File: src/design/rbtc_pkg.sv
// ----------------------------------------------------------------------------
// rbtc_pkg
// Shared types, constants and pack/unpack helpers for the Bayer tone curve.
// ----------------------------------------------------------------------------
package rbtc_pkg;

  localparam int PIX_W         = 10;
  localparam int WORD_W        = 16;
  localparam int NUM_WORDS     = 5;
  localparam int STREAM_W      = WORD_W * NUM_WORDS;
  localparam int NUM_PIX       = 8;
  localparam int NUM_PAIRS     = NUM_PIX / 2;
  localparam int STEP_W        = $clog2(NUM_PAIRS);
  localparam int CURVE_ENTRIES = 1024;
  localparam int NUM_CURVES    = 4;
  localparam int CURVE_W       = $clog2(NUM_CURVES);
  localparam int TABLE_DEPTH   = NUM_CURVES * CURVE_ENTRIES;
  localparam int TABLE_AW      = $clog2(TABLE_DEPTH);
  localparam int GAIN_SHIFT    = 12;
  localparam int PROD_W        = PIX_W + WORD_W;
  localparam int SCALED_W      = PROD_W - GAIN_SHIFT;

  localparam logic [PIX_W-1:0] PIX_MAX     = 10'd1023;
  localparam logic [PIX_W-1:0] BLACK_RESET = 10'd32;

  // configuration register indexes
  localparam int CFG_IDX_W = 2;
  localparam logic [CFG_IDX_W-1:0] CFG_CURVE_MODE   = 2'd0;
  localparam logic [CFG_IDX_W-1:0] CFG_SHARED_INDEX = 2'd1;
  localparam logic [CFG_IDX_W-1:0] CFG_BLACK_LEVEL  = 2'd2;
  localparam int CFG_DATA_W = PIX_W;

  // curve modes
  localparam logic [1:0] MODE_BYPASS = 2'd0;
  localparam logic [1:0] MODE_CUSTOM = 2'd1;
  localparam logic [1:0] MODE_SHARED = 2'd2;

  // opcodes
  localparam logic OP_PROCESS  = 1'b0;
  localparam logic OP_TABLE_WR = 1'b1;

  typedef logic [NUM_PIX-1:0][PIX_W-1:0] pix8_t;

  typedef enum logic [1:0] {
    PK_BYPASS,
    PK_LOOKUP,
    PK_GAIN
  } px_kind_t;

  typedef struct packed {
    logic              opcode;
    logic              odd_row;
    logic [WORD_W-1:0] group_word0;
    logic [WORD_W-1:0] group_word1;
    logic [WORD_W-1:0] group_word2;
    logic [WORD_W-1:0] group_word3;
    logic [WORD_W-1:0] group_word4;
    logic [11:0]       table_address;
    logic [WORD_W-1:0] table_value;
  } in_item_t;

  typedef struct packed {
    logic [WORD_W-1:0] out_word0;
    logic [WORD_W-1:0] out_word1;
    logic [WORD_W-1:0] out_word2;
    logic [WORD_W-1:0] out_word3;
    logic [WORD_W-1:0] out_word4;
  } out_item_t;

  typedef struct packed {
    logic [1:0]       curve_mode;
    logic             shared_index;
    logic [PIX_W-1:0] black_level;
  } cfg_t;

  typedef struct packed {
    px_kind_t            kind;
    logic [PIX_W-1:0]    pix;
    logic [PIX_W-1:0]    res;
    logic [TABLE_AW-1:0] addr;
  } lane_cmd_t;

  typedef struct packed {
    logic                en;
    logic [TABLE_AW-1:0] addr;
    logic [WORD_W-1:0]   data;
  } tbl_wr_t;

  typedef struct packed {
    logic              valid;
    logic [STEP_W-1:0] step;
    logic              last;
  } iss_t;

  // pixel k sits at stream bits counted from the top, msb first
  function automatic pix8_t unpack_group(logic [STREAM_W-1:0] s);
    pix8_t p;
    for (int k = 0; k < NUM_PIX; k++) begin
      p[k] = s[STREAM_W-1-PIX_W*k -: PIX_W];
    end
    return p;
  endfunction

  function automatic logic [STREAM_W-1:0] pack_group(pix8_t p);
    logic [STREAM_W-1:0] s;
    for (int k = 0; k < NUM_PIX; k++) begin
      s[STREAM_W-1-PIX_W*k -: PIX_W] = p[k];
    end
    return s;
  endfunction

endpackage

File: src/design/rbtc_if.sv


interface rbtc_out_if;
  logic               valid;
  logic               ready;
  rbtc_pkg::out_item_t data;

  modport source (output valid, output data, input ready);
  modport sink   (input valid, input data, output ready);
endinterface

File: src/design/rbtc_merge.sv
// ----------------------------------------------------------------------------
// rbtc_merge
// Collects the lane pairs of a group, repacks them and holds the result word.
// ----------------------------------------------------------------------------
module rbtc_merge (
  input  logic                        clk,
  input  logic                        rst_n,
  input  rbtc_pkg::iss_t              iss,
  input  logic [rbtc_pkg::PIX_W-1:0]  px_a,
  input  logic [rbtc_pkg::PIX_W-1:0]  px_b,
  output logic                        adv,
  rbtc_out_if.source                  out_chan
);

  localparam int HELD = rbtc_pkg::NUM_PAIRS - 1;

  rbtc_pkg::iss_t               s1_r, s2_r, s3_r;
  logic                         out_valid_r;
  rbtc_pkg::out_item_t          out_data_r;
  logic [rbtc_pkg::PIX_W-1:0]   pa_r [HELD];
  logic [rbtc_pkg::PIX_W-1:0]   pb_r [HELD];

  rbtc_pkg::pix8_t              grp;
  logic [rbtc_pkg::STREAM_W-1:0] stream;

  // whole pipe moves together; only a full, stalled output word holds it
  assign adv = !out_valid_r || out_chan.ready;

  always_comb begin
    for (int j = 0; j < HELD; j++) begin
      grp[2*j]   = pa_r[j];
      grp[2*j+1] = pb_r[j];
    end
    grp[2*HELD]   = px_a;
    grp[2*HELD+1] = px_b;
    stream = rbtc_pkg::pack_group(grp);
  end

  always_ff @(posedge clk) begin
    if (!rst_n) begin
      s1_r        <= '0;
      s2_r        <= '0;
      s3_r        <= '0;
      out_valid_r <= 1'b0;
    end else begin
      if (adv) begin
        s1_r <= iss;
        s2_r <= s1_r;
        s3_r <= s2_r;
      end
      if (adv && s3_r.valid && s3_r.last) begin
        out_valid_r <= 1'b1;
      end else if (out_chan.ready) begin
        out_valid_r <= 1'b0;
      end
    end
  end

  always_ff @(posedge clk) begin
    if (adv && s3_r.valid) begin
      if (!s3_r.last) begin
        pa_r[s3_r.step] <= px_a;
        pb_r[s3_r.step] <= px_b;
      end else begin
        out_data_r.out_word0 <= stream[5*rbtc_pkg::WORD_W-1 -: rbtc_pkg::WORD_W];
        out_data_r.out_word1 <= stream[4*rbtc_pkg::WORD_W-1 -: rbtc_pkg::WORD_W];
        out_data_r.out_word2 <= stream[3*rbtc_pkg::WORD_W-1 -: rbtc_pkg::WORD_W];
        out_data_r.out_word3 <= stream[2*rbtc_pkg::WORD_W-1 -: rbtc_pkg::WORD_W];
        out_data_r.out_word4 <= stream[rbtc_pkg::WORD_W-1 -: rbtc_pkg::WORD_W];
      end
    end
  end

  assign out_chan.valid = out_valid_r;
  assign out_chan.data  = out_data_r;

endmodule

File: src/flat_wrapper.sv
// flat-port wrapper written by rule: the top's interface ports become plain ports
module rbtc_merge_flat 
  (clk, rst_n, iss, px_a, px_b, adv, out_chan_valid, out_chan_data, out_chan_ready);
  rbtc_out_if out_chan_i ();
  input  logic clk;
  input  logic rst_n;
  input  rbtc_pkg::iss_t iss;
  input  logic [rbtc_pkg::PIX_W-1:0] px_a;
  input  logic [rbtc_pkg::PIX_W-1:0] px_b;
  output logic adv;
  output wire logic [$bits(out_chan_i.valid)-1:0] out_chan_valid;
  output wire logic [$bits(out_chan_i.data)-1:0] out_chan_data;
  input wire logic [$bits(out_chan_i.ready)-1:0] out_chan_ready;
  assign out_chan_valid = out_chan_i.valid;
  assign out_chan_data = out_chan_i.data;
  assign out_chan_i.ready = out_chan_ready;
  rbtc_merge u_core (.clk(clk), .rst_n(rst_n), .iss(iss), .px_a(px_a), .px_b(px_b), .adv(adv), .out_chan(out_chan_i));
endmodule
File: config.mk
export PLATFORM = sky130hd
export DESIGN_NAME = rbtc_merge_flat
export DESIGN_NICKNAME = d
export VERILOG_FILES = /design/src/design/rbtc_pkg.sv /design/src/design/rbtc_if.sv /design/src/design/rbtc_merge.sv /design/src/flat_wrapper.sv
export SDC_FILE = /design/constraint.sdc
export NUM_CORES = 1
export LEC_CHECK = 0
export BUFFER_PORTS_ARGS = -buffer_cell sky130_fd_sc_hd__buf_2
export CAP_MARGIN = 0
export CORE_MARGIN = 1
export CORE_UTILIZATION = 56
export DETAILED_ROUTE_END_ITERATION = 8
export PLACE_DENSITY = 0.79
export SLEW_MARGIN = 20
export SYNTH_ARGS = -nofsm -noshare
export SYNTH_HDL_FRONTEND = slang
export SYNTH_SLANG_ARGS = --single-unit
File: constraint.sdc
create_clock -name clk -period 6.9 [get_ports clk]
set_clock_uncertainty 0.05 [all_clocks]
set_input_delay 0.69 -clock clk [delete_from_list [all_inputs] [get_ports clk]]
set_output_delay 0.69 -clock clk [all_outputs]
set_load 0.005 [all_outputs]
==> impl_results.md, run 1 <==
* Routed wire length per instance at 17.54 microns
* Drt initial violations at 133
* Number of global-route vias before repair at 2086
* CP Class: reg -> out
* DR pass1 iterations at 4
* Initial Util at 0.5761
* Register area share after synthesis at 0.9432
* Fillcell total at about 480
* Post-synth top area share at 0.8882
* Final setup fails at 0
* F_max at about 440 MHz
* Post_cts resized at 0
* Finished Core Util at 0.7299
* I/O Buffers at ~110
* Slew Limit Fails at 0
* # DRC at 0
* Net Count, Synth at 220
* Ant diodes at 0
* Setup TNS at 0 ns
* Synth area leaders: edfxtp_1, dfxtp_1, mux2i_1
* Rel. slew slack at 0.3402
* CTS hold repair buffers at 0
* Register bit total from synthesis at 153
* Chip width at around 94 microns
* Min-delay src: px_b[8]
* Crit path max fanout at 10
* IO Count at 109
* Total core area at 8217 sq um
* Final #Nets at ~350
* CP arrival at between 1.5 and 2 ns
* Clock latency on the worst-skew pair at roughly 0.51 ns
* Leakage at 2.193 nW
* CTS sink count at roughly 150
* Final HPWL DP at between 4000 and 5000 microns
* Post-CTS setup buffer count at 0
* Commonest non-fill, non-tap cell in the layout: edfxtp_1
* CTS tree: done
* Layout cells sized above 1 at 0.4461
* Final hold slack at 0.3439 ns
* Fin area at approximately 6000 sq um
* Initial antenna violation count at 0
* Status: finished clean
* Yosys warnings at 0
* Final ANT Viol Nets at 0
* Max IR drop VDD at a little under 200 uV
* Detailed-route via count at 2200
* Area leader, netlist: edfxtp_1
* Tot GR Track Use at 0.1856
* Netlist Area Pre-Place at approximately 4700 sq um
* Detailed Route WL at about 7700 microns
* CP Launch Type: register
* Max cap viols at 0
* DP Area at 5438 sq um
* Die height at 93.94 microns
* Final hold violation count at 0
* Min Clock Period, post-route at roughly 2.3 ns
* Num rows at 33
* Mapped Cells at roughly 190
* TritonCTS Buffers at 17
* Worst Max-Slew Pin Slew at 0.9896 ns
* Maximum number of pins on one net before global-route repair at between 80 and 90
* Placer congestion estimate at roughly 0.7
* Clk pin slew, worst setup/hold paths at 0.07 ns
* DIE AREA at roughly 8800 sq um
* Worst r2r src: u_core.out_chan.valid
* Hold WC Path Type: in -> reg
* RSZ-0062 raised after global routing: no
* CP endpoint kind: primary output
* Worst Setup SP: u_core.out_chan.valid
* Worst path required time at around 6.2 ns
* Vias/cell at about 5.0
* Area Growth Syn to Fin at 26.70%
* Mean post-synth cell area at 24.52 sq um
* Register area at ~4500 sq um
* First-pass GRT wire length at about 11000 microns
* Clock Tree Buf Depth at 2
* Overflow after GRT at 0
* CTS Root Buffer Type: clkbuf_8
* H-tree Lvls at 4
* Commonest cells after routing, fill and taps aside: edfxtp_1, buf_2, nand2_1
* Distinct cells, synth at 14
* PD cells at 315.4 nW/um^2
* Multi-input combinational cell area at approximately 270 sq um
* Crit share post-route at 0.3268
-- layout make-up --
| cell class | count | area share |
|---|---|---|
| Timing Repair Buffer | 112 | 0.09514 |
| Clock inverter | 15 | 0.02420 |
| Sequential cell | 153 | 0.7444 |
| Multi-Input combinational cell | 36 | 0.04423 |
| Tap cell | 105 | 0.02191 |
| Clock buffer | 17 | 0.06906 |
| Inverter | 1 | 0.001043 |
-- synth_stat cells --
cell	count
a21boi_1	1
buf_2	1
buf_4	1
buf_6	1
dfxtp_1	13
edfxtp_1	140
inv_4	1
mux2i_1	12
nand2_1	17
nand2b_1	1
nor2_1	1
nor2b_4	1
nor4_1	1
nor4b_1	2
-- routing by layer --
| layer | track usage | wire, microns | vias to the layer above |
|---|---|---|---|
| li1 | - | - | 1015 |
| met4 | 0.08718 | 106 | 0 |
| met1 | 0.2105 | 3059 | 1064 |
| met3 | 0.08657 | 599 | 8 |
| met2 | 0.2981 | 3933 | 113 |
| met5 | 0 | 0 | - |
-- where the power goes --
group          switching [mW]  total, mW  leakage, nW  internal [mW]
Sequential            0.00215       1.01         1.37           1.01
Combinational          0.0128     0.0209        0.571        0.00812
Clock                   0.371      0.856        0.255          0.485
Total                   0.386       1.89         2.19           1.51
-- sequential cells by signal, summed over array words and instances (netlist names) --
signal / count
out_chan_data: 60
u_core.pa_r: 30
u_core.pb_r: 30
u_core.out_chan.data: 20
u_core.s1_r: 4
u_core.s2_r: 4
u_core.s3_r: 4
u_core.out_chan.valid: 1
-- critical path, cell delays in order, from the launching register on --
cell	delay [ns]
dfxtp_1	0.32
nor2b_4	0.37
inv_4	0.15
buf_2	0.16
-- final timing paths --
path / end / slack, ns / cells past startpoint
worst max-delay path: adv / 4.65 / 3
worst max register to register: out_chan_data[68] / 5.08 / 3
worst min register to register: out_chan_data[56] / 0.37 / 0
worst min-delay path: u_core.pb_r[1][8] / 0.34 / 1
-- through the flow --
step / cells / setup slack, ns / power (mW)
3_5_place_dp: 407 / 4.691 / 1.055
2_1_floorplan: 193 / 2.130 / 1.040
3_3_place_gp: 407 / 4.730 / 1.053
6_report: 439 / 4.645 / 1.892
4_1_cts: 439 / 4.612 / 1.911
5_1_grt: 439 / 4.558 / 1.945
-- cell families (layout without fill, tap and decap cells) --
| kind of cell | after synthesis | after routing | share of synthesized area |
|---|---|---|---|
| muxes | 12 | 12 | 0.02538 |
| and+or+nand+nor | 23 | 23 | 0.02353 |
| AOI/OAI and AO/OA | 1 | 1 | 0.001587 |
| DFF | 153 | 153 | 0.9432 |
| buffers and inverters | 4 | 145 | 0.006344 |
Note: power is estimated with default switching activity, not from simulation.
==> run 2: changes to the inputs <==
Settings changed: CORE_UTILIZATION 56 to 52, PLACE_DENSITY 0.79 to 0.74.
Clock period 6.9 ns to 2.3 ns, I/O delays scaled along.
==> run 2 against run 1 <==
Compared with the run above:
- combinational power rose to 4.7 times the previous value
- count of clock-buffer cells in the layout rose by 1
- sequential power rose to 3.0 times the previous value
- worst setup slack got worse by 4.2 ns
- final area rose by 4.2%
- critical path depth rose by 2
- wire length fell by 0.91%
- flip-flop and latch count did not move
- hold slack got worse by 0.28 ns
- highest routed layer unchanged
==> impl_results.md, run 2 (same netlist as run 1, synthesis figures left out) <==
* Status: finished clean
* CP Class: in -> out
* Drt initial violations at 95
* Commonest non-fill, non-tap cell in the layout: edfxtp_1
* CTS tree: done
* Min Clock Period, post-route at roughly 1.8 ns
* Rel. slew slack at 0.7125
* DR top layer: met4
* Worst path required time at around 2.0 ns
* Final #Nets at ~370
* F_max at 543.7 MHz
* Total core area at 8763 sq um
* CP endpoint kind: primary output
* Area Growth Syn to Fin at 31.99%
* Clk pin slew, worst setup/hold paths at approximately 0.060 ns
* CTS sink count at 153
* Crit share post-route at 0.7997
* CP Launch Type: input port
* Overflow after GRT at 0
* Detailed-route via count at about 2300
* DR pass1 iterations at 4
* Final worst slack at around 0.46 ns
* Post_cts resized at 0
* Max reg flops at 60
* Non-Filler Instances at between 400 and 500
* TritonCTS Buffers at 17
* Post-CTS setup buffer count at 0
* Cells after DPL at between 400 and 500
* Maximum number of pins on one net before global-route repair at 81
* Met1 WL at around 3100 microns
* PD cells at 891.6 nW/um^2
* Leakage at roughly 2.3 nW
* Post-Place Setup Slack at about 0.8 ns
* CTS Root Buffer Type: clkbuf_8
* Detailed Route WL at around 7600 microns
* Num rows at 34
* Slowest stage delay, CP at roughly 0.53 ns
* Max IR drop VDD at between 600 and 700 uV
* Final hold violation count at 0
* Placer congestion estimate at 0.6910
* Die height at 97.41 microns
* Clock Tree Buf Depth at 2
* Hold WC Path Type: in -> reg
* Commonest cells after routing, fill and taps aside: edfxtp_1, buf_2, dlygate4sd3_1
* Chip width at around 100 microns
* CP arrival at approximately 1.6 ns
* Crit path max fanout at 10
* Most numerous cell on the critical path: buf_2
* Crit-path cells: dlygate4sd3_1 -> buf_2 -> nor2b_4 -> inv_4 -> buf_2
* Layout cells sized above 1 at 0.4167
* Worst Max-Slew Pin Slew at between 0.4 and 0.5 ns
* DIE AREA at between 9000 and 10000 sq um
* Slowest CP cell: dlygate4sd3_1
* H-tree Lvls at 4
* Vias/cell at roughly 5
* Max cap viols at 0
* Ant diodes at 0
* Initial Util at 0.5401
* Number of global-route vias before repair at ~2400
* Routed met2 length at 3859 microns
* Slew Limit Fails at 0
* Final setup fails at 0
* Clock latency on the worst-skew pair at around 0.5 ns
* Final ANT Viol Nets at 0
* First-pass GRT wire length at ~12000 microns
* RSZ-0062 raised after global routing: no
* IO Count at between 100 and 150
* Final HPWL DP at about 4600 microns
* # DRC at 0
* Tot GR Track Use at 0.1726
* Finished Core Util at 0.7129
* Initial antenna violation count at 0
* I/O Buffers at about 110
* WL met3 at 522 microns
* Routed wire length per instance at roughly 16 microns
[run 2: metal layers]
metal	global-route usage	up-vias
met3	0.07410	10
met1	0.1967	1147
li1	-	1064
met4	0.07466	0
met2	0.2846	91
met5	0	-
[run 2: stage by stage]
stage                     power [mW]  setup TNS (ns)  hold slack (ns)  instance area (sq um)
after floorplan                3.121         -120.29           0.2789                   4736
after global placement         3.162               0           0.3519                   5461
after detailed placement       3.166               0           0.3545                   5461
after CTS                      5.622               0          0.03311                   6247
after global routing           5.739               0          0.06321                   6247
final                          5.570               0          0.06582                   6247
[run 2: cell type report]
| cell class | count | area [sq um] |
|---|---|---|
| sequential | 153 | 4464 |
| inverter | 1 | 6.256 |
| timing repair buffer | 138 | 840.8 |
| clock inverter | 14 | 117.6 |
| tap | 108 | 135.1 |
| multi-input combinational | 36 | 265.3 |
| clock buffer | 18 | 417.9 |
| fill | 523 | 2516 |
[run 2: where the power goes]
part / total, mW / internal, mW / switching, mW
Sequential: 3.04 / 3.04 / 0.00653
Clock: 2.43 / 1.35 / 1.08
Combinational: 0.0973 / 0.0527 / 0.0446
[run 2: worst max-delay path, delay by kind of cell]
kind                   cells  cell delay (ns)
AND/OR/NAND/NOR            1             0.35
buffers and inverters      4             0.97
[run 2: path summary, 6_finish.rpt]
path / slack (ns) / cells past startpoint / to / startpoint
worst min register to register: 0.37 / 0 / out_chan_data[70] / u_core.pa_r[0][0]
worst min-delay path: 0.07 / 3 / u_core.s1_r[3] / rst_n
worst max register to register: 0.79 / 3 / u_core.pb_r[2][5] / u_core.s3_r[0]
worst max-delay path: 0.46 / 5 / adv / out_chan_ready
[run 2: repair_timing]
| action | 4_1_cts | 5_1_grt |
|---|---|---|
| setup endpoints to repair | 0 | 0 |
| endpoints found under the hold margin | 86 | 0 |
| hold buffers | 25 | 0 |
==> run 3: changes to the inputs <==
Settings changed: ABC_AREA from default to 1.
Clock period 2.3 ns to 1.7 ns, I/O delays scaled along.
==> run 3 against run 2 <==
Compared with the run above:
- the flow now finishes with violations (DRC)
- non-clock buffer count is 8 higher
- die area rose by 1.3%
- flip-flop and latch count stayed put
- first-iteration DRC count up 51%
- final area grew 3.8%
- total power is 43% higher
- critical path depth grew 1
- core utilization is 2.4 points higher
- synthesized cell count is 20% higher
- critical path type is now reg -> reg
- largest cell class unchanged
==> impl_results.md, run 3 <==
* Status: finished, violations left
* Failing checks: DRC
* H-tree Lvls at 4
* Clock latency on the worst-skew pair at about 0.52 ns
* Final #Nets at 420
* Post-synthesis simple-gate area fraction at 0.05138
* Slew Limit Fails at 0
* F_max at 645.0 MHz
* Netlist Area Pre-Place at around 4800 sq um
* First-pass GRT wire length at 11780 microns
* Commonest cells after routing, fill and taps aside: edfxtp_1, buf_2, dlygate4sd3_1
* Layout cells sized above 1 at 0.3842
* Register bit total from synthesis at 153
* # DRC at 13
* Ant diodes at 0
* Worst Reg-to-Reg Cells at 6
* Detailed-route via count at between 2000 and 2500
* Mapped Cells at around 230
* CTS tree: done
* Cell with the most instances after synthesis: edfxtp_1
* Final ANT Viol Nets at 0
* Distinct cells, synth at 13
* Final hold violation count at 0
* I/O Buffers at between 100 and 150
* Synth cell count leaders: edfxtp_1, nor2_1, nand2_1
* Multi-input combinational cell area at around 270 sq um
* Design Power at 7.991 mW
* Register area at between 4000 and 5000 sq um
* Die height at 98.05 microns
* Rel. slew slack at 0.7764
* Net Count, Synth at between 200 and 300
* Register area share after synthesis at 0.9306
* CTS Root Buffer Type: clkbuf_8
* Routed wire length per instance at 15.05 microns
* XOR/XNOR Fraction of Synth Area at 0
* Fillcell total at 511
* DIE AREA at ~9600 sq um
* Min-Delay Path Depth at 5
* Placer congestion estimate at ~0.79
* Post-synth EDFFs at between 100 and 150
* CP arrival at about 2.0 ns
* Post-synth ARST share at 0
* Yosys warnings at 0
* IO Count at 109
* Final HPWL DP at about 4700 microns
* CP Class: reg -> reg
* TritonCTS Buffers at 17
* Maximum number of pins on one net before global-route repair at 63
* Commonest non-fill, non-tap cell in the layout: edfxtp_1
* Worst path required time at 2.10 ns
* CTS sink count at roughly 150
* CP Launch Type: register
* Max cap viols at 0
* Clock Tree Buf Depth at 2
* Synth area leaders: edfxtp_1, dfxtp_1, nor2_1
* Synth Area in Compound Gates at 0.001043
* Post-Place Setup Slack at 0.2711 ns
* Crit share post-route at 0.9120
* Number of global-route vias before repair at approximately 2400
* Post-synth top area share at 0.8764
* Overflow after GRT at 0
* Drt initial violations at 143
* Area Growth Syn to Fin at 35.19%
* Final worst slack at approximately 0.15 ns
* Crit path max fanout at 12
* Max reg flops at 60
* Initial Util at 0.5448
* Mux cell area share after synthesis at 0
* Vias/cell at between 4 and 5
* Max IR drop VDD at ~660 uV
* Total core area at between 8000 and 9000 sq um
* Largest family of logic cells by synthesized area: simple AND/OR/NAND/NOR gates
* Hold WC Path Type: in -> reg
* Worst Max-Slew Pin Slew at ~0.34 ns
* Post-Synth Adder-Cell Area at 0
* Initial antenna violation count at 0
* PD cells at between 1000 and 1500 nW/um^2
* Tot GR Track Use at 0.1721
* Chip width at a little under 100 microns
* Min Clock Period, post-route at about 1.6 ns
* Top_reg_cell synth: edfxtp_1
* RSZ-0062 raised after global routing: no
* Setup TNS at 0 ns
* CP endpoint kind: register
* Area leader, netlist: edfxtp_1
* Clk pin slew, worst setup/hold paths at around 0.06 ns
* Mean post-synth cell area at 20.68 sq um
* Final setup fails at 0
* Detailed Route WL at 7735 microns
* DR pass1 iterations at 7
* Leakage at around 2.4 nW
* Num rows at 34
[run 3: cell count changes after synthesis, sizes merged]
cell	before	now
nor2	1	28
inv	1	15
nand3	0	13
mux2i	12	0
nor4b	2	0
a21boi	1	0
buf	3	4
nand2b	1	0
nor2b	1	0
nor3	0	1
nor4	1	0
o21ai	0	1
[run 3: worst max-delay path: stages, from the launching register on]
cell and delay, ns:
dfxtp_4 0.38, inv_2 0.05, nor2_4 0.12, buf_6 0.16, nor2_1 0.06, nor2_1 0.12
dlygate4sd3_1 0.56
[run 3: per-layer routing]
layer,track usage,part of all wire,up-vias
li1,-,-,1178
met1,0.1964,0.42,1133
met2,0.2893,0.51,93
met3,0.07015,0.062,5
met4,0.06993,0.0081,0
met5,0,0,-
[run 3: logic make-up after synthesis]
family                 after synthesis
buffers and inverters               19
and+or+nand+nor                     59
DFF                                153
AOI/OAI and AO/OA                    1
[run 3: area by class of cell]
type | count | share of cell area
Clock buffer | 18 | 0.06444
Clock inverter | 14 | 0.02855
Inverter | 15 | 0.008682
Multi-Input combinational cell | 60 | 0.04167
Sequential cell | 153 | 0.6890
Tap cell | 108 | 0.02084
Timing Repair Buffer | 146 | 0.1468
[run 3: power breakdown]
group	leakage, nW	switching, mW	total, mW	internal (mW)
logic	0.756	0.0759	0.160	0.0843
clock network	0.285	1.44	3.71	2.27
registers	1.37	0.00958	4.12	4.11
[run 3: path summary, 6_finish.rpt]
path                               from                 to  slack (ns)
setup / recovery  u_core.out_chan.valid     u_core.s1_r[3]        0.15
setup reg to reg  u_core.out_chan.valid     u_core.s1_r[3]        0.15
hold reg to reg       u_core.pb_r[1][5]  out_chan_data[45]        0.36
hold / removal           out_chan_ready     u_core.s2_r[2]        0.07
[run 3: what timing repair did]
action	CTS	global route
hold endpoints to repair	93	0
hold buffers	29	0
resized for setup	0	2
endpoints found under the setup margin	0	4
buffers inserted	0	3
[run 3: metrics by stage]
stage	util	hold slack, ns	std cells	instance area (sq um)
after floorplan	-	0.2189	232	4817
after global placement	0.6317	0.3343	450	5563
after detailed placement	0.6317	0.3454	450	5563
after CTS	0.7332	0.05764	511	6456
after global routing	0.7364	0.1038	514	6485
final	0.7364	0.07466	514	6485
