**src/design/rbtc_pkg.sv**
```systemverilog
// ----------------------------------------------------------------------------
// rbtc_pkg
// Shared types, constants and pack/unpack helpers for the Bayer tone curve.
// ----------------------------------------------------------------------------
package rbtc_pkg;

  localparam int PIX_W         = 10;
  localparam int WORD_W        = 16;
  localparam int NUM_WORDS     = 5;
  localparam int STREAM_W      = WORD_W * NUM_WORDS;
  localparam int NUM_PIX       = 8;
  localparam int NUM_PAIRS     = NUM_PIX / 2;
  localparam int STEP_W        = $clog2(NUM_PAIRS);
  localparam int CURVE_ENTRIES = 1024;
  localparam int NUM_CURVES    = 4;
  localparam int CURVE_W       = $clog2(NUM_CURVES);
  localparam int TABLE_DEPTH   = NUM_CURVES * CURVE_ENTRIES;
  localparam int TABLE_AW      = $clog2(TABLE_DEPTH);
  localparam int GAIN_SHIFT    = 12;
  localparam int PROD_W        = PIX_W + WORD_W;
  localparam int SCALED_W      = PROD_W - GAIN_SHIFT;

  localparam logic [PIX_W-1:0] PIX_MAX     = 10'd1023;
  localparam logic [PIX_W-1:0] BLACK_RESET = 10'd32;

  // configuration register indexes
  localparam int CFG_IDX_W = 2;
  localparam logic [CFG_IDX_W-1:0] CFG_CURVE_MODE   = 2'd0;
  localparam logic [CFG_IDX_W-1:0] CFG_SHARED_INDEX = 2'd1;
  localparam logic [CFG_IDX_W-1:0] CFG_BLACK_LEVEL  = 2'd2;
  localparam int CFG_DATA_W = PIX_W;

  // curve modes
  localparam logic [1:0] MODE_BYPASS = 2'd0;
  localparam logic [1:0] MODE_CUSTOM = 2'd1;
  localparam logic [1:0] MODE_SHARED = 2'd2;

  // opcodes
  localparam logic OP_PROCESS  = 1'b0;
  localparam logic OP_TABLE_WR = 1'b1;

  typedef logic [NUM_PIX-1:0][PIX_W-1:0] pix8_t;

  typedef enum logic [1:0] {
    PK_BYPASS,
    PK_LOOKUP,
    PK_GAIN
  } px_kind_t;

  typedef struct packed {
    logic              opcode;
    logic              odd_row;
    logic [WORD_W-1:0] group_word0;
    logic [WORD_W-1:0] group_word1;
    logic [WORD_W-1:0] group_word2;
    logic [WORD_W-1:0] group_word3;
    logic [WORD_W-1:0] group_word4;
    logic [11:0]       table_address;
    logic [WORD_W-1:0] table_value;
  } in_item_t;

  typedef struct packed {
    logic [WORD_W-1:0] out_word0;
    logic [WORD_W-1:0] out_word1;
    logic [WORD_W-1:0] out_word2;
    logic [WORD_W-1:0] out_word3;
    logic [WORD_W-1:0] out_word4;
  } out_item_t;

  typedef struct packed {
    logic [1:0]       curve_mode;
    logic             shared_index;
    logic [PIX_W-1:0] black_level;
  } cfg_t;

  typedef struct packed {
    px_kind_t            kind;
    logic [PIX_W-1:0]    pix;
    logic [PIX_W-1:0]    res;
    logic [TABLE_AW-1:0] addr;
  } lane_cmd_t;

  typedef struct packed {
    logic                en;
    logic [TABLE_AW-1:0] addr;
    logic [WORD_W-1:0]   data;
  } tbl_wr_t;

  typedef struct packed {
    logic              valid;
    logic [STEP_W-1:0] step;
    logic              last;
  } iss_t;

  // pixel k sits at stream bits counted from the top, msb first
  function automatic pix8_t unpack_group(logic [STREAM_W-1:0] s);
    pix8_t p;
    for (int k = 0; k < NUM_PIX; k++) begin
      p[k] = s[STREAM_W-1-PIX_W*k -: PIX_W];
    end
    return p;
  endfunction

  function automatic logic [STREAM_W-1:0] pack_group(pix8_t p);
    logic [STREAM_W-1:0] s;
    for (int k = 0; k < NUM_PIX; k++) begin
      s[STREAM_W-1-PIX_W*k -: PIX_W] = p[k];
    end
    return s;
  endfunction

endpackage

```
**src/design/rbtc_if.sv**
```systemverilog
// ----------------------------------------------------------------------------
// rbtc_if
// Valid/ready channel interfaces for pixel-group input and result output.
// ----------------------------------------------------------------------------
interface rbtc_in_if;
  logic              valid;
  logic              ready;
  rbtc_pkg::in_item_t data;

  modport source (output valid, output data, input ready);
  modport sink   (input valid, input data, output ready);
endinterface


```
**src/design/rbtc_seq.sv**
```systemverilog
// ----------------------------------------------------------------------------
// rbtc_seq
// Input word register and pair sequencer: issues one pixel pair per cycle while the pipe advances.
// ----------------------------------------------------------------------------
module rbtc_seq (
  input  logic                    clk,
  input  logic                    rst_n,
  rbtc_in_if.sink                 in_chan,
  input  rbtc_pkg::cfg_t          cfg,
  input  logic                    adv,
  output rbtc_pkg::lane_cmd_t     cmd_a,
  output rbtc_pkg::lane_cmd_t     cmd_b,
  output rbtc_pkg::tbl_wr_t       wr,
  output rbtc_pkg::iss_t          iss
);

  logic                                cur_valid_r;
  rbtc_pkg::in_item_t                  cur_r;
  logic [rbtc_pkg::STEP_W-1:0]         step_r;
  logic                                t0big_r;

  logic                                issue_last;
  logic                                in_accept;
  rbtc_pkg::pix8_t                     grp;
  logic [rbtc_pkg::PIX_W-1:0]          pe, po, re, ro, y;
  logic [rbtc_pkg::PIX_W:0]            ysum;
  rbtc_pkg::px_kind_t                  kind;
  logic [rbtc_pkg::CURVE_W-1:0]        curve_a, curve_b;
  logic [rbtc_pkg::PIX_W-1:0]          idx_a, idx_b;

  assign issue_last = (cur_r.opcode == rbtc_pkg::OP_TABLE_WR) ||
                      (step_r == rbtc_pkg::STEP_W'(rbtc_pkg::NUM_PAIRS - 1));
  assign in_chan.ready = !cur_valid_r || (adv && issue_last);
  assign in_accept = in_chan.valid && in_chan.ready;

  always_comb begin
    grp = rbtc_pkg::unpack_group({cur_r.group_word0, cur_r.group_word1, cur_r.group_word2,
                                  cur_r.group_word3, cur_r.group_word4});
    pe = grp[{step_r, 1'b0}];
    po = grp[{step_r, 1'b1}];
    re = (pe > cfg.black_level) ? pe - cfg.black_level : '0;
    ro = (po > cfg.black_level) ? po - cfg.black_level : '0;
    ysum = {1'b0, re} + {1'b0, ro};
    y = ysum[rbtc_pkg::PIX_W:1];

    unique case (cfg.curve_mode)
      rbtc_pkg::MODE_CUSTOM: kind = t0big_r ? rbtc_pkg::PK_GAIN : rbtc_pkg::PK_LOOKUP;
      rbtc_pkg::MODE_SHARED: kind = rbtc_pkg::PK_GAIN;
      default:               kind = rbtc_pkg::PK_BYPASS;
    endcase

    if (cfg.curve_mode == rbtc_pkg::MODE_SHARED) begin
      curve_a = {1'b0, cfg.shared_index};
      curve_b = {1'b0, cfg.shared_index};
    end else begin
      curve_a = {cur_r.odd_row, 1'b0};
      curve_b = {cur_r.odd_row, 1'b1};
    end

    idx_a = (kind == rbtc_pkg::PK_GAIN) ? y : pe;
    idx_b = (kind == rbtc_pkg::PK_GAIN) ? y : po;

    cmd_a.kind = kind;
    cmd_a.pix  = pe;
    cmd_a.res  = re;
    cmd_a.addr = {curve_a, idx_a};
    cmd_b.kind = kind;
    cmd_b.pix  = po;
    cmd_b.res  = ro;
    cmd_b.addr = {curve_b, idx_b};

    wr.en   = adv && cur_valid_r && (cur_r.opcode == rbtc_pkg::OP_TABLE_WR);
    wr.addr = cur_r.table_address[rbtc_pkg::TABLE_AW-1:0];
    wr.data = cur_r.table_value;

    iss.valid = cur_valid_r && (cur_r.opcode == rbtc_pkg::OP_PROCESS);
    iss.step  = step_r;
    iss.last  = issue_last;
  end

  always_ff @(posedge clk) begin
    if (!rst_n) begin
      cur_valid_r <= 1'b0;
      step_r      <= '0;
      t0big_r     <= 1'b0;
    end else begin
      if (in_accept) begin
        cur_valid_r <= 1'b1;
        step_r      <= '0;
      end else if (adv && cur_valid_r) begin
        if (issue_last) begin
          cur_valid_r <= 1'b0;
        end else begin
          step_r <= step_r + 1'b1;
        end
      end
      // entry 0 above pixel range switches custom mode to gain
      if (wr.en && wr.addr == '0) begin
        t0big_r <= (wr.data > rbtc_pkg::WORD_W'(rbtc_pkg::PIX_MAX));
      end
    end
  end

  always_ff @(posedge clk) begin
    if (in_accept) begin
      cur_r <= in_chan.data;
    end
  end

endmodule

```
**src/flat_wrapper.sv**
```systemverilog
// flat-port wrapper written by rule: the top's interface ports become plain ports
module rbtc_seq_flat 
  (clk, rst_n, cfg, adv, cmd_a, cmd_b, wr, iss, in_chan_valid, in_chan_data, in_chan_ready);
  rbtc_in_if in_chan_i ();
  input  logic clk;
  input  logic rst_n;
  input  rbtc_pkg::cfg_t cfg;
  input  logic adv;
  output rbtc_pkg::lane_cmd_t cmd_a;
  output rbtc_pkg::lane_cmd_t cmd_b;
  output rbtc_pkg::tbl_wr_t wr;
  output rbtc_pkg::iss_t iss;
  input wire logic [$bits(in_chan_i.valid)-1:0] in_chan_valid;
  input wire logic [$bits(in_chan_i.data)-1:0] in_chan_data;
  output wire logic [$bits(in_chan_i.ready)-1:0] in_chan_ready;
  assign in_chan_i.valid = in_chan_valid;
  assign in_chan_i.data = in_chan_data;
  assign in_chan_ready = in_chan_i.ready;
  rbtc_seq u_core (.clk(clk), .rst_n(rst_n), .in_chan(in_chan_i), .cfg(cfg), .adv(adv), .cmd_a(cmd_a), .cmd_b(cmd_b), .wr(wr), .iss(iss));
endmodule
```
**config.mk**
```make
export PLATFORM = sky130hd
export DESIGN_NAME = rbtc_seq_flat
export DESIGN_NICKNAME = d
export VERILOG_FILES = /design/src/design/rbtc_pkg.sv /design/src/design/rbtc_if.sv /design/src/design/rbtc_seq.sv /design/src/flat_wrapper.sv
export SDC_FILE = /design/constraint.sdc
export NUM_CORES = 1
export LEC_CHECK = 0
export BUFFER_PORTS_ARGS = -buffer_cell sky130_fd_sc_hd__clkbuf_2
export CAP_MARGIN = 20
export CORE_ASPECT_RATIO = 0.8
export CORE_UTILIZATION = 50
export DETAILED_ROUTE_END_ITERATION = 8
export PLACE_DENSITY_LB_ADDON = 0.05
export SLEW_MARGIN = 30
export SYNTH_ARGS = -nofsm -noshare
export SYNTH_HDL_FRONTEND = slang
export SYNTH_SLANG_ARGS = --single-unit
```
**constraint.sdc**
```tcl
create_clock -name clk -period 5.5 [get_ports clk]
set_input_delay 0.275 -clock clk [delete_from_list [all_inputs] [get_ports clk]]
set_output_delay 0.275 -clock clk [all_outputs]
set_load 0.05 [all_outputs]
```
==> results by group, run 1 <==
Status
  • Outcome: complete, but fails checks
  • Failing checks: DRC

Finish
  • Fin nets: between 800 and 900
  • Layout cells sized above 1: 49.4%
  • # diodes: 0
  • Fill cells: 856
  • Area grow syn2layout: 32.7%

Timing
  • Setup TNS: 0 ns
  • Max Freq: 188 MHz
  • Max Slew Vio Count: 0
  • Final worst clock skew: between 0.007 and 0.008 ns
  • Worst-margin pin slew: a little over 0.9 ns
  • Final hold violations: 0
  • Slew HR: around 38%
  • RSZ-0062 raised after global routing: false
  • Final Setup Violations: 0
  • Hold Slack: 0.0343 ns
  • Tcrit/Tclk final: 96.6%
  • Fin crit period: 5.31 ns

Drt
  • Antenna Nets Post-Route: 0
  • Via Count: 4697
  • Detailed Routing Iterations Pass 1: 9
  • Post-DR wirelength/cell: 18.4 um
  • Initial drt markers: 376
  • Vias per inst: 5.49
  • DRC viols: 13
  • Drt total wl: about 16 mm

Yosys
  • Cells after Synth: 463
  • Sequential share of the synthesized area: 55.6%
  • Count leader, synth: edfxtp_1
  • Unique masters post-synth: 54
  • Largest area contributor in the netlist: edfxtp_1
  • Top post-synthesis cells by area: edfxtp_1 54%, mux4_2 7.4%, ha_1 6.6%, buf_4 4.0%, nor2_1 1.9%
  • Synth warnings: 0
  • Syn_area_per_cell: 13.1 um^2
  • Syn Nets: 625
  • Synth cell count leaders: 110 x edfxtp_1, 32 x buf_4, 32 x ha_1
  • #FFs+latches synth: 114
  • Number of synthesized flops with an enable pin: 110
  • Top-area cell type share of the netlist area: 54.3%
  • Post-synth ARST share: 0%
  • Area of the mapped netlist: 6080 um^2
  • Top_reg_cell synth: edfxtp_1

Global route
  • GRT overflow: 0
  • Antenna violations before repair: 0
  • Pin count of the biggest net entering global routing: around 70
  • First-pass GRT wire length: roughly 23 mm
  • Vias in the first global route: about 4400
  • GRT Util Overall: roughly a quarter

Setup path
  • Critical path peak fanout: 9
  • CP Buf/Inv Count: 3
  • Req. time, crit path: 5.22 ns
  • CP Capture Type: primary output
  • Crit path kind: reg -> out
  • Reg2Reg Setup Slack: around 2.7 ns
  • CP arrival: just over 5 ns
  • Crit. Startpoint: u_core.step_r[0]
  • Crit-path slowest cell: mux4_2
  • Critical Path, Cell by Cell: clkbuf_2 > buf_4 > mux4_2 > ha_1 > and3_1 > a221oi_4 > a211o_4 > nor2_1 > ha_2 > a21oi_2 > o221ai_2 > a211o_1 > o221a_2 > o211ai_1 > a21o_2 > clkbuf_4
  • Reg-to-Reg Start: u_core.step_r[0]
  • Startpoint Class: flip-flop
  • Top Family by Delay on Critical Path: compound AO/OA/AOI/OAI gates
  • CP max stage delay: 0.58 ns

Power
  • LEAKAGE: 3.57 nW
  • Net Sw Power: 1.01 mW
  • PwrDens: 359 nW/um^2
  • Seq pwr share: 35.6%
  • Logic pwr share: 27.7%
  • Internal power: 1.89 mW
  • Clk pwr share: approximately 37%
  • Sw frac: 34.7%
  • Worst VDD drop: 0.288 mV

Floorplanning
  • Core Region: ~12000 um^2
  • Initial Util: 52.0%
  • # IOs: 229
  • Die area: 12600 um^2
  • FP Rows: 35
  • DIE WIDTH: 125 um
  • Die height: 101 um

Clock tree
  • Clock slew at reported path FFs: 0.06 ns
  • CTS Root Cell: clkbuf_16
  • CTS tree: done
  • Clk sinks: 114
  • Worst skew pair latency: 0.41 ns
  • H-tree levels: 4
  • Inserted Clock Buffers: 17
  • Clock Tree Buf Depth: 2

Placed design
  • GPL Wtd Cong: 0.824
  • I/O Buffers: 228
  • HPWL Detailed: 12.1 mm

Min path
  • Worst Hold Class: in -> reg
  • Min-delay src: in_chan_data[109]

Job
  • Max_cap viols: 0
==> through the flow <==
step	cells	utilization (%)	total power, mW	area [um^2]	setup slack, ns
finish	855	69.0	2.90	8070	0.189
global route	855	69.0	3.01	8070	0.00400
CTS	837	67.4	2.88	7880	0.000595
detailed placement	805	62.3	1.81	7290	0.165
global placement	805	62.3	1.80	7290	0.294
floorplan	463	-	1.62	6170	0.00388
==> power by group through the flow <==
stage | Sequential [mW] | Clock [mW] | Combinational, mW
after floorplan | 1.05 | 0 | 0.577
after global placement | 1.05 | 0 | 0.751
after detailed placement | 1.05 | 0 | 0.758
after CTS | 1.03 | 1.08 | 0.766
after global routing | 1.04 | 1.13 | 0.849
final | 1.03 | 1.07 | 0.803
==> cells by family after synthesis <==
| family | after synthesis | share of synthesized area [%] |
|---|---|---|
| adders and majority gates | 35 | 7.57 |
| muxes | 24 | 8.11 |
| DFF | 114 | 55.6 |
| buffers and inverters | 63 | 5.91 |
| and+or+nand+nor | 124 | 10.0 |
| AOI/OAI and AO/OA | 86 | 10.3 |
| xor gates and xnor gates | 17 | 2.45 |
==> cell usage in the layout, fill, tap and decap left out, types with 3 or more instances in the layout <==
| cell | instances |
|---|---|
| and3_1 | 5 |
| nor3_1 | 9 |
| a21o_1 | 13 |
| nor2_2 | 7 |
| nor2b_1 | 8 |
| o21ai_0 | 11 |
| nor4_1 | 6 |
| a31oi_1 | 6 |
| nand4_1 | 4 |
| edfxtp_1 | 110 |
| xor2_1 | 7 |
| buf_4 | 23 |
| o21bai_1 | 3 |
| clkbuf_16 | 17 |
| nand2_1 | 29 |
| a21o_2 | 3 |
| mux4_2 | 20 |
| nand2b_1 | 6 |
| clkbuf_2 | 225 |
| a21oi_1 | 11 |
| a211o_1 | 4 |
| inv_1 | 22 |
| ha_1 | 30 |
| nor2_1 | 23 |
| and2_1 | 3 |
| xnor2_1 | 10 |
| inv_6 | 6 |
| o211ai_1 | 4 |
| nand3_1 | 8 |
| a21oi_2 | 3 |
| o21a_1 | 7 |
==> worst paths after layout <==
path,to,cells past startpoint
max,cmd_b[6],16
min,u_core.cur_r[109],1
max reg2reg,u_core.cur_r[42],8
min reg2reg,u_core.t0big_r,2
==> registers in the layout, summed over array words and instances (netlist names) <==
| name | flops |
|---|---|
| u_core.wr | 28 |
| u_core.t0big_r | 1 |
| u_core.step_r | 2 |
| u_core.cur_r | 82 |
| u_core.cur_valid_r | 1 |
==> layout make-up <==
cell class	instances	area [um^2]	share of cell area (%)
inverters	22	82.6	1.02
multi-input cells	286	2500	31.0
repair buffers	253	1340	16.6
well taps	148	185	2.29
clock buffers	17	425	5.27
clock inverters	15	148	1.83
flip-flops and latches	114	3390	42.0
==> what timing repair did <==
action / 4_1_cts / 5_1_grt
buffers inserted: 0 / 18
pin swaps: 0 / 7
cloned: 0 / 0
endpoints found under the setup margin: 6 / 13
resized for setup: 5 / 13
hold buffers: 0 / 0
==> routing by layer <==
| metal | wire length [um] | part of all wire, % | track usage, % |
|---|---|---|---|
| met1 | 7410 | 47 | 35.9 |
| met2 | 6900 | 44 | 37.3 |
| met3 | 1130 | 7.2 | 7.01 |
| met4 | 310 | 2.0 | 9.01 |
| met5 | 0 | 0 | 0 |
Power figures use the tool's default switching activity.
==> run 2, diff against run 1 <==
--- a/config.mk
+++ b/config.mk
@@ -10,6 +10,7 @@
 export CORE_ASPECT_RATIO = 0.8
 export CORE_UTILIZATION = 50
 export DETAILED_ROUTE_END_ITERATION = 8
+export MAX_ROUTING_LAYER = met4
 export PLACE_DENSITY_LB_ADDON = 0.05
 export SLEW_MARGIN = 30
 export SYNTH_ARGS = -nofsm -noshare
==> run 2 against run 1 <==
Effect of this change:
- total power rose by 1.3%
- worst hold slack got worse by 0.0042 ns
- the flow still finishes with violations (DRC)
- fmax is 0.72% higher
- clock power grew 5%
- critical endpoint is now cmd_a[4]
- final cell count shrank 1.1%
- global-route usage rose by 0.83 points
==> results by group, run 2 (synthesis gave the netlist of run 1 again) <==
Status
  • Outcome: complete, but fails checks
  • Failing checks: DRC

Global route
  • GRT overflow: 0 (unchanged)
  • Antenna violations before repair: 0 (unchanged)
  • Pin count of the biggest net entering global routing: 82 (+14%)
  • Vias in the first global route: 4265 (-2.8%)
  • First-pass GRT wire length: 23.2 mm (-0.15%)
  • GRT Util Overall: 26.1% (+0.83 points)

Timing
  • Max Slew Vio Count: 0 (unchanged)
  • Final Setup Violations: 0 (unchanged)
  • Hold Slack: 0.0302 ns (-0.00415 ns)
  • Max Freq: 190 MHz (+0.72%)
  • Setup ws final: 0.227 ns (+0.0381 ns)
  • Final hold violations: 0 (unchanged)
  • Worst-margin pin slew: 0.633 ns (-0.300 ns)
  • Final worst clock skew: 0.00620 ns (-0.00105 ns)
  • Slew HR: 57.5% (+20 points)
  • Tcrit/Tclk final: 95.9% (-0.69 points)
  • Fin crit period: 5.27 ns (-0.0381 ns)

Floorplanning
  • Initial Util: 52.0% (unchanged)
  • FP Rows: 35 (unchanged)
  • DIE WIDTH: 125 um (unchanged)
  • Die area: 12600 um^2 (unchanged)
  • Core Region: 11700 um^2 (unchanged)
  • # IOs: 229 (unchanged)
  • Die height: 101 um (unchanged)

Placed design
  • Area after DPL: 7290 um^2 (unchanged)
  • GPL Wtd Cong: 0.834 (+1.2%)
  • Pre-CTS setup slack: 0.250 ns (+0.0853 ns)
  • I/O Buffers: 228 (unchanged)
  • HPWL Detailed: 11.8 mm (-1.9%)

Finish
  • Fill cells: 870 (+1.6%)
  • Final design utilization: 68.7% (-0.34 points)
  • Final instance area: 8030 um^2 (-0.50%)
  • Area grow syn2layout: 32.1%
  • Largest reg by FF count: u_core.cur_r
  • Number of flip-flops in the largest register: 82 (unchanged)
  • Most frequent cells in the layout: 224 x clkbuf_2, 110 x edfxtp_1, 32 x ha_1, 29 x nand2_1, 23 x nor2_1
  • Fin nets: 847 (-1.1%)
  • Most common cell after layout, fill and taps aside: clkbuf_2
  • Layout cells sized above 1: 48.4% (-0.94 points)
  • # diodes: 0 (unchanged)

Setup path
  • Critical path peak fanout: 9 (unchanged)
  • Startpoint Class: flip-flop
  • Worst R2R Path Depth: 8 (unchanged)
  • CP Capture Type: primary output
  • CP arrival: 5.00 ns (-0.04 ns)
  • Reg2Reg Setup Slack: 2.95 ns (+0.29 ns)
  • Reg-to-Reg End: u_core.cur_r[75]
  • Reg-to-Reg Start: u_core.step_r[1]
  • Crit path kind: reg -> out
  • Req. time, crit path: 5.22 ns (about the same)

Job
  • Max_cap viols: 0 (unchanged)

Min path
  • Cell count of the worst hold path: 1 (unchanged)
  • Worst Hold Class: in -> reg
  • Hold endpoint: u_core.cur_r[106]
  • Min-delay src: in_chan_data[106]

Drt
  • Antenna Nets Post-Route: 0 (unchanged)
  • Initial drt markers: 304 (-19%)
  • Detailed Routing Iterations Pass 1: 7 (-2)
  • Via Count: 4583 (-2.4%)
  • DRC viols: 13 (unchanged)
  • Vias per inst: 5.42 (-1.4%)
  • Post-DR wirelength/cell: 18.4 um (+0.11%)
  • Drt total wl: 15.6 mm (-0.95%)

Clock tree
  • Hold buffers post-CTS: 0 (unchanged)
  • Worst skew pair latency: 0.42 ns (about the same)
  • CTS Root Cell: clkbuf_16
  • H-tree levels: 4 (unchanged)
  • Clock slew at reported path FFs: 0.06 ns (about the same)
  • Inserted Clock Buffers: 17 (unchanged)
  • CTS tree: done
  • Clock Tree Buf Depth: 2 (unchanged)
  • Clk sinks: 114 (unchanged)

Power
  • LEAKAGE: 3.53 nW (-0.87%)
  • Total Power: 2.94 mW (+1.3%)
  • PwrDens: 366 nW/um^2 (+1.8%)
  • Worst VDD drop: 0.332 mV (+15%)
## run 2: power breakdown
group          internal, mW  switching (mW)  total (mW)
sequential             1.01          0.0172        1.03
combinational         0.236           0.553       0.789
clock                 0.681           0.437        1.12
## run 2: how the worst max path moves through the flow
stage | startpoint | end | slack [ns]
floorplan | u_core.step_r[1] | cmd_a[5] | 0.004
global placement | u_core.step_r[0] | cmd_b[6] | 0.29
detailed placement | u_core.step_r[0] | cmd_b[6] | 0.25
CTS | u_core.step_r[0] | cmd_a[4] | 0.02
global route | u_core.step_r[0] | cmd_a[8] | -0.01
finish | u_core.step_r[0] | cmd_a[4] | 0.23
## run 2: routing by layer
layer | wire length [um] | global-route usage, %
met1 | 7560 | 37.7
met2 | 6870 | 36.4
met3 | 983 | 6.37
met4 | 178 | 7.69
met5 | 0 | -
## run 2: repair_timing
item / CTS / global route
resized for setup: 4 / 10
setup buffers: 0 / 8
endpoints found under the setup margin: 4 / 14
pin swaps: 0 / 5
cloned: 0 / 0
## run 2: cell type report
cell class,count,area (um^2),share of cell area [%]
Clock buffer,17,425,5.30
Clock inverter,15,173,2.15
Inverter,22,82.6,1.03
Multi-Input combinational cell,286,2480,30.9
Sequential cell,114,3390,42.2
Tap cell,148,185,2.31
Timing Repair Buffer,244,1300,16.2
## run 2: through the flow
stage / instances / TNS, ns
finish: 846 / 0
global route: 846 / -0.0190
CTS: 837 / 0
detailed placement: 805 / 0
global placement: 805 / 0
floorplan: 463 / 0
## run 2: worst max-delay path, stage by stage, from the launching register on
cell and delay (ns):
dfxtp_4 0.43, buf_4 0.15, mux4_2 0.59, ha_1 0.40
a211o_2 0.33, a21oi_1 0.34, a211o_4 0.27, nor2_1 0.11
ha_1 0.38, a21oi_1 0.26, o21ai_0 0.18, mux2_2 0.25
o21ai_0 0.07, or3_4 0.43, a21o_1 0.18, buf_2 0.21
==> run 3, diff against run 2 <==
--- a/config.mk
+++ b/config.mk
@@ -8,7 +8,7 @@
 export BUFFER_PORTS_ARGS = -buffer_cell sky130_fd_sc_hd__clkbuf_2
 export CAP_MARGIN = 20
 export CORE_ASPECT_RATIO = 0.8
-export CORE_UTILIZATION = 50
+export CORE_UTILIZATION = 45
 export DETAILED_ROUTE_END_ITERATION = 8
 export MAX_ROUTING_LAYER = met4
 export PLACE_DENSITY_LB_ADDON = 0.05
==> run 3 against run 2 <==
Effect of this change:
- critical endpoint is now cmd_b[4]
- largest power group unchanged
- die area rose by 11%
- sequential power is essentially flat
- register-to-register slack got worse by 0.17 ns
- combinational power hardly changed
- sequential cell count stayed put
- clock-buffer cell count increased by 1
- the flow now finishes without violations
- worst hold slack worse by 0.0072 ns
- total power grew 0.47%
- core utilization decreased by 6.5 points
- non-clock buffer count up 4
==> results by group, run 3 (synthesis gave the netlist of run 1 again) <==
Status
  • Outcome: complete, no violations

Global route
  • GRT overflow: 0 (unchanged)
  • Antenna violations before repair: 0 (unchanged)
  • Vias in the first global route: 4474 (+4.9%)
  • Pin count of the biggest net entering global routing: 76 (-7.3%)
  • First-pass GRT wire length: 23.9 mm (+2.8%)
  • GRT Util Overall: 24.0% (-2.1 points)

Timing
  • Tcrit/Tclk final: 96.8% (+0.96 points)
  • Final worst clock skew: 0.0101 ns (+0.00391 ns)
  • Max Slew Vio Count: 0 (unchanged)
  • Slew HR: 65.3% (+7.8 points)
  • Final Setup Violations: 0 (unchanged)
  • Worst-margin pin slew: 0.520 ns (-0.113 ns)
  • RSZ-0062 raised after global routing: false
  • Fin crit period: 5.33 ns (+0.0530 ns)
  • Final hold violations: 0 (unchanged)
  • Max Freq: 188 MHz (-1.0%)
  • Setup TNS: 0 ns (unchanged)

Setup path
  • Critical path peak fanout: 9 (unchanged)
  • CP Capture Type: primary output
  • Req. time, crit path: 5.22 ns (about the same)
  • CP arrival: 5.05 ns (+0.05 ns)
  • Crit path kind: reg -> out
  • Startpoint Class: flip-flop

Drt
  • Vias per inst: 5.29 (-2.4%)
  • Via Count: 4638 (+1.2%)
  • Antenna Nets Post-Route: 0 (unchanged)
  • Post-DR wirelength/cell: 18.2 um (-1.5%)
  • Initial drt markers: 282 (-7.2%)
  • Detailed Routing Iterations Pass 1: 5 (-2)
  • DRC viols: 0 (-13)
  • Drt total wl: 15.9 mm (+2.1%)

Finish
  • Fill cells: 1077 (+24%)
  • # diodes: 0 (unchanged)
  • Most common cell after layout, fill and taps aside: clkbuf_2
  • Post-Layout Cell Count: 877 (+3.7%)
  • Fin nets: 851 (+0.47%)
  • Layout cells sized above 1: 48.6% (+0.15 points)
  • Area grow syn2layout: 33.0%
  • Final design utilization: 62.2% (-6.5 points)
  • Number of flip-flops in the largest register: 82 (unchanged)
  • Largest reg by FF count: u_core.cur_r
  • Most frequent cells in the layout: 224 x clkbuf_2, 110 x edfxtp_1, 32 x ha_1, 29 x nand2_1

Clock tree
  • Worst skew pair latency: 0.42 ns (about the same)
  • Clk sinks: 114 (unchanged)
  • Inserted Clock Buffers: 17 (unchanged)
  • H-tree levels: 4 (unchanged)
  • Clock Tree Buf Depth: 2 (unchanged)
  • CTS Root Cell: clkbuf_16
  • Hold buffers post-CTS: 0 (unchanged)
  • CTS tree: done
  • Clock slew at reported path FFs: 0.06 ns (about the same)

Power
  • LEAKAGE: 3.56 nW (+0.68%)
  • Worst VDD drop: 0.251 mV (-24%)
  • PwrDens: 365 nW/um^2 (-0.26%)

Floorplanning
  • Core Region: 13000 um^2 (+11%)
  • # IOs: 229 (unchanged)
  • Die area: 14000 um^2 (+11%)
  • Die height: 106 um (+5.3%)
  • FP Rows: 37 (+5.7%)
  • Initial Util: 46.7% (-5.3 points)
  • DIE WIDTH: 132 um (+5.3%)

Placed design
  • Inst Count DP: 834 (+3.6%)
  • GPL Wtd Cong: 0.842 (+0.96%)
  • HPWL Detailed: 12.4 mm (+4.6%)
  • I/O Buffers: 228 (unchanged)

Job
  • Max_cap viols: 0 (unchanged)

Min path
  • Worst Hold Class: in -> reg
-- run 3: final timing paths --
check                                       from                to  slack (ns)  cells past startpoint
worst max register to register  u_core.step_r[1]  u_core.cur_r[86]        2.78                      8
worst min register to register    u_core.t0big_r    u_core.t0big_r        0.53                      2
worst min-delay path            in_chan_data[58]  u_core.cur_r[58]        0.02                      1
worst max-delay path            u_core.step_r[0]          cmd_b[4]        0.17                     15
-- run 3: final cells by class --
type | instances | area [um^2] | area share (%)
Clock buffer | 18 | 429 | 5.30
Timing Repair Buffer | 248 | 1320 | 16.3
Tap cell | 175 | 219 | 2.71
Clock inverter | 14 | 179 | 2.21
Sequential cell | 114 | 3390 | 41.9
Inverter | 22 | 82.6 | 1.02
Multi-Input combinational cell | 286 | 2480 | 30.6
-- run 3: routing by layer --
layer / track usage [%] / wire, um / up-vias
li1: - / - / 2189
met1: 33.3 / 7520 / 2227
met2: 33.5 / 6960 / 192
met3: 5.87 / 1060 / 30
met4: 10.4 / 388 / 0
met5: - / 0 / -
-- run 3: critical path, cell delays in order, from the launching register on --
cell	delay [ns]
dfxtp_4	0.43
buf_4	0.22
mux4_2	0.62
ha_1	0.44
and3_1	0.24
a221oi_4	0.11
a211o_4	0.41
nor2_2	0.23
ha_1	0.32
a21oi_1	0.28
o21ai_0	0.19
mux2_2	0.25
o21ai_0	0.07
or3_4	0.43
a21o_1	0.17
buf_2	0.21
-- run 3: repair_timing --
item | 4_1_cts | 5_1_grt
endpoints found under the setup margin | 6 | 10
gates resized for setup | 3 | 11
buffers inserted | 4 | 6
pin swaps | 0 | 1
-- run 3: power breakdown --
group	switching (mW)	internal (mW)	total [mW]
Combinational	0.552	0.238	0.790
Clock	0.413	0.717	1.13
Sequential	0.0168	1.01	1.03
-- run 3: per-stage QoR --
| stage | setup WS, ns | total power, mW | hold slack, ns | area (um^2) |
|---|---|---|---|---|
| finish | 0.174 | 2.95 | 0.0230 | 8090 |
| CTS | 0.00259 | 2.96 | 0.00911 | 7970 |
| global placement | 0.252 | 1.81 | 0.452 | 7320 |
| detailed placement | 0.203 | 1.81 | 0.454 | 7320 |
| global route | 0.0101 | 3.06 | 0.00611 | 8090 |
| floorplan | 0.00388 | 1.62 | 0.374 | 6170 |
